`src/design/atil_ram.sv`:
```
// ----------------------------------------------------------------------------
// atil_ram
// Generic single-write, single-read RAM with registered read data.
// ----------------------------------------------------------------------------
module atil_ram #(
    parameter int unsigned WIDTH = 8,
    parameter int unsigned DEPTH = 256
) (
    input  logic                     i_clk,
    input  logic                     i_we,
    input  logic [$clog2(DEPTH)-1:0] i_waddr,
    input  logic [WIDTH-1:0]         i_wdata,
    input  logic                     i_re,
    input  logic [$clog2(DEPTH)-1:0] i_raddr,
    output logic [WIDTH-1:0]         o_rdata
);

    logic [WIDTH-1:0] r_mem [DEPTH];

    // Write port
    always_ff @(posedge i_clk) begin
        if (i_we) begin
            r_mem[i_waddr] <= i_wdata;
        end
    end

    // Registered read port, holds while not enabled
    always_ff @(posedge i_clk) begin
        if (i_re) begin
            o_rdata <= r_mem[i_raddr];
        end
    end

endmodule

```
`config.mk`:
```
export PLATFORM = sky130hd
export DESIGN_NAME = atil_ram
export DESIGN_NICKNAME = d
export VERILOG_FILES = /design/src/design/atil_ram.sv
export SDC_FILE = /design/constraint.sdc
export NUM_CORES = 2
export LEC_CHECK = 0
export ABC_AREA = 1
export BUFFER_PORTS_ARGS = -buffer_cell sky130_fd_sc_hd__buf_4
export CORE_AREA = 2 2 354 356
export CTS_CLUSTER_DIAMETER = 150
export DETAILED_ROUTE_END_ITERATION = 16
export DIE_AREA = 0 0 356 358
export PLACE_DENSITY_LB_ADDON = 0.05
export SLEW_MARGIN = 40
export SYNTH_ARGS = -nofsm -noshare
export SYNTH_HDL_FRONTEND = slang
export SYNTH_SLANG_ARGS = --single-unit
```
`constraint.sdc`:
```
create_clock -name i_clk -period 5.3 [get_ports i_clk]
set_clock_uncertainty 0.15 [all_clocks]
set_input_delay 0.265 -clock i_clk [delete_from_list [all_inputs] [get_ports i_clk]]
set_output_delay 0.265 -clock i_clk [all_outputs]
set_load 0.005 [all_outputs]
```
Yosys cells after proc, flatten, opt, wreduce, memory -nomap -nowiden
Memories as Yosys holds them, arrays and structs flattened. A register that Yosys moved wholly into a read port is not among the register bits.
Index checks and enable logic that the tools add are counted.

operators by class
  $add $sub $neg = 0
  $mul = 0
  divide/modulo/power cells = 0
  order comparisons = 0
  eq/ne operators = 0
  shifts and indexed selects = 0
  mux-type cells = 2
  bitwise operators = 0
  reductions and logical operators = 0

operators with widths
  operator           number
  1-bit two-way mux  2

word-level totals
  flip-flop bits (word level) = 0
  latch bits = 0
  RAM bits = 2048
  ROM bits = 0
  memories kept = 1

memory list
  memory  words  width  rd ports  clocked after Yosys merged registers in  wr ports  line  source
  r_mem   256    8      1         1                                        1         18    logic [WIDTH-1:0] r_mem [DEPTH];

Longest topological paths before layout
  word-level depth = 2
  mapped depth = 15
  depth with buffers taken out = 11

Least setup slack after synthesis
No wires, ideal clock.

  path kind = input to register
  start point = in i_we
  end point = mem r_mem[162][0] (enable)
  arrival time = 1386 ps
  data required time = 4780 ps
  slack = 3394 ps
  stages = 4
  buffers on the path = 2
  cell sequence = clkbuf_1 > nand3_1 > clkbuf_1 > nor2_1

on the way
  cells in the longest elaborated chain, start to end = 2

RTL lines
  item                                     line  source
  start: declaration                       10    input logic i_we,
  1-bit two-way mux                        22    if (i_we) begin
  1-bit two-way mux (implied by the code)  23    r_mem[i_waddr] <= i_wdata;
  end: declaration                         18

No other way between the ends.

==> results.py <==
metrics = {
    "pwr": {
        "powerDensity_nw_per_um2": 366,
        "ir_worst_vdd_mv": 0.436,
        "p_total_mw": 33.2,
        "p_leak_nw": 31.3,
    },
    "setup_path": {
        "cp_common_cell": "nand3_1",
        "max_stage_delay_ns": 0.57,
        "crit_type": "in2reg",
        "end_kind": "register",
        "r2r-end": "o_rdata[6]$_DFFE_PP_",
        "arrival_ns": 4.75,
        "r2r-start": "r_mem[130][6]$_DFFE_PP_",
        "worst_path_max_delay_cell": "dlygate4sd3_1",
        "crit_path_max_fanout": 121,
        "cp.buffers_inverters": 5,
        "r2r.worst_path.cells": 12,
        "r2r_setup_slack_ns": 1.93,
        "required_ns": 5.84,
        "crit_cells": 14,
        "path_cells": "buf_8, clkinv_8, buf_12, nand3_1, nand3_1, nand3_1, nand3_1, nand3_1, nand3_1, nand2_1, nand2_1, dlygate4sd3_1, nand2_1, dlygate4sd3_1",
        "cp_top_family": "buffers and inverters",
        "critPathLaunchType": "input port",
    },
    "synth": {
        "syn_inst": 7003,
        "synth-seq-cells": 2056,
        "syn_nets": 7030,
        "avgSynthCellArea_um2": 11.9,
        "ys_types": 13,
        "ys_warn_count": 0,
        "netlist_area_um2": 83500,
        "yosysSeqAreaShare_pct": 74.0,
    },
    "clock_network": {
        "htreeDepth": 4,
        "clock_latency_ns": 0.83,
        "cts_tree": "yes",
        "cts_resized": 0,
        "clk_path_buf_depth": 3,
        "cts_buffers": 198,
        "clock-sinks": 2056,
        "cts_root_buf": "clkbuf_16",
        "clk_pin_slew_ns": 0.06,
    },
    "floorplanning": {
        "die_area_um2": 127000,
        "fp-row-count": 129,
        "boundaryPins": 35,
        "die_height_um": 358,
        "core_um2": 123000,
        "die_w_um": 356,
        "start_util_pct": 67.7,
    },
    "worst_hold_path": {
        "min-delay-start": "i_raddr[5]",
        "worstHoldEndpoint": "o_rdata[1]$_DFFE_PP_",
        "hp-class": "in2reg",
        "holdPathStages": 6,
    },
    "sta": {
        "layout_min_cycle_time_ns": 4.21,
        "fmax_ghz": 0.238,
        "tightest_slew_ns": 1.08,
        "final_hold_viol_count": 0,
        "setup_viol": 0,
        "worst_hold_slack_ns": 0.100,
        "rsz0062_at_grt": "no",
        "drv_slew": 0,
        "fin_tns_setup_ns": 0,
        "slew_headroom_pct": 27.9,
        "fin_crit_sh_pct": 79.4,
    },
    "detailed_routing": {
        "drt_iter0_drc": 8126,
        "viasPerCell": 6.36,
        "wirelength_um": 219000,
        "ant_nets": 0,
        "firstDrtPassIters": 6,
        "vias": 54900,
        "drc": 0,
        "wl_per_cell_um": 25.4,
    },
    "grt": {
        "grt_max_degree": 221,
        "grt_pass1_wl_um": 327000,
        "grt.total_usage_pct": 34.6,
        "antenna_found_initial": 7,
        "grt_overflow": 0,
        "grt_pass1_vias": 52200,
    },
    "layout": {
        "drive_gt1_share_pct": 6.09,
        "nets": 6875,
        "n_fill_cell": 7989,
        "multi_input_area_um2": 19300,
        "stdcell_count": 8637,
        "final_cell_mix": "2119 x nand2_1, 2056 x edfxtp_1, 2017 x nand3_1",
        "seq_area_um2": 61700,
        "utilization_pct": 73.6,
        "layout_commonest_cell": "nand2_1",
        "area_growth_pct": 8.77,
    },
    "placement": {
        "place.gp.congestion": 0.877,
        "dp.cells": 8265,
        "portBuffers": 34,
        "hpwl_um": 117000,
    },
    "job": {
        "drv_cap": 0,
    },
    "run_status": {
        "status": "finished, final reports clean",
    },
}
==> state kept, by name (all words and copies together) (netlist names) <==
register and count:
o_rdata 8, r_mem 2048
==> power breakdown <==
group / leakage, nW / internal (mW) / total (mW) / switching (mW)
clock: 2.91 / 7.45 / 13.3 / 5.82
combinational: 9.91 / 0.476 / 2.01 / 1.54
sequential: 18.5 / 17.9 / 18.0 / 0.0217
total: 31.3 / 25.9 / 33.2 / 7.37
==> cell usage after synthesis <==
library cell,count,area [um2]
inv_2,2,7.51
buf_8,1,15.0
nor2_1,283,1060
inv_1,36,135
buf_1,40,150
nand2_1,2123,7970
buf_4,46,345
buf_2,268,1340
clkbuf_1,112,420
nand3_1,2019,10100
buf_6,16,180
edfxtp_1,2056,61700
inv_4,1,6.26
==> worst max-delay path by stage <==
stage | to | start | slack, ns
after floorplan | r_mem[162][0]$_DFFE_PP_ | i_we | 3.39
after global placement | o_rdata[0]$_DFFE_PP_ | i_raddr[1] | 1.40
after detailed placement | o_rdata[0]$_DFFE_PP_ | i_raddr[1] | 1.39
after CTS | o_rdata[6]$_DFFE_PP_ | i_raddr[1] | 1.51
after global routing | o_rdata[6]$_DFFE_PP_ | i_raddr[1] | 1.12
final | o_rdata[6]$_DFFE_PP_ | i_raddr[1] | 1.09
==> metrics by stage <==
stage,setup slack [ns],cell area (um2)
after floorplan,3.39,83500
after global placement,1.40,84300
after detailed placement,1.39,84400
after CTS,1.51,90500
after global routing,1.12,90800
final,1.09,90800
==> routing by layer <==
metal | wire, um | GRT usage, %
met2 | 100000 | 52.5
met5 | 65 | 0
met4 | 10900 | 16.5
met3 | 24800 | 6.78
met1 | 82900 | 49.2
==> worst register-to-register path, cell delays in order, from the launching register on <==
cell and delay, ns:
edfxtp_1 0.36, nand2_1 0.08, nand3_1 0.12, nand3_1 0.11
nand3_1 0.10, nand3_1 0.16, nand3_1 0.33, nand3_1 0.31
nand2_1 0.15, nand2_1 0.09, dlygate4sd3_1 0.55, nand2_1 0.06
dlygate4sd3_1 0.56
==> final cells by class <==
cell class | instances | area share (%)
tap | 1637 | 2.26
antenna | 2 | 0.00551
sequential | 2056 | 68.0
inverter | 39 | 0.223
clock buffer | 260 | 5.83
clock inverter | 90 | 0.726
timing repair buffer | 128 | 1.70
multi-input combinational | 4425 | 21.3
==> what timing repair did <==
action,4_1_cts,5_1_grt
hold buffers,14,0
hold endpoints to repair,901,0
setup buffers,0,0
==> logic make-up (layout without fill, tap and decap cells) <==
logic type | count (synthesis) | in the layout | share of synthesized area, %
and+or+nand+nor | 4425 | 4425 | 22.9
other | 0 | 2 | 0
buffers and inverters | 522 | 517 | 3.12
DFF | 2056 | 2056 | 74.0
(Power assumes the default switching activity.)
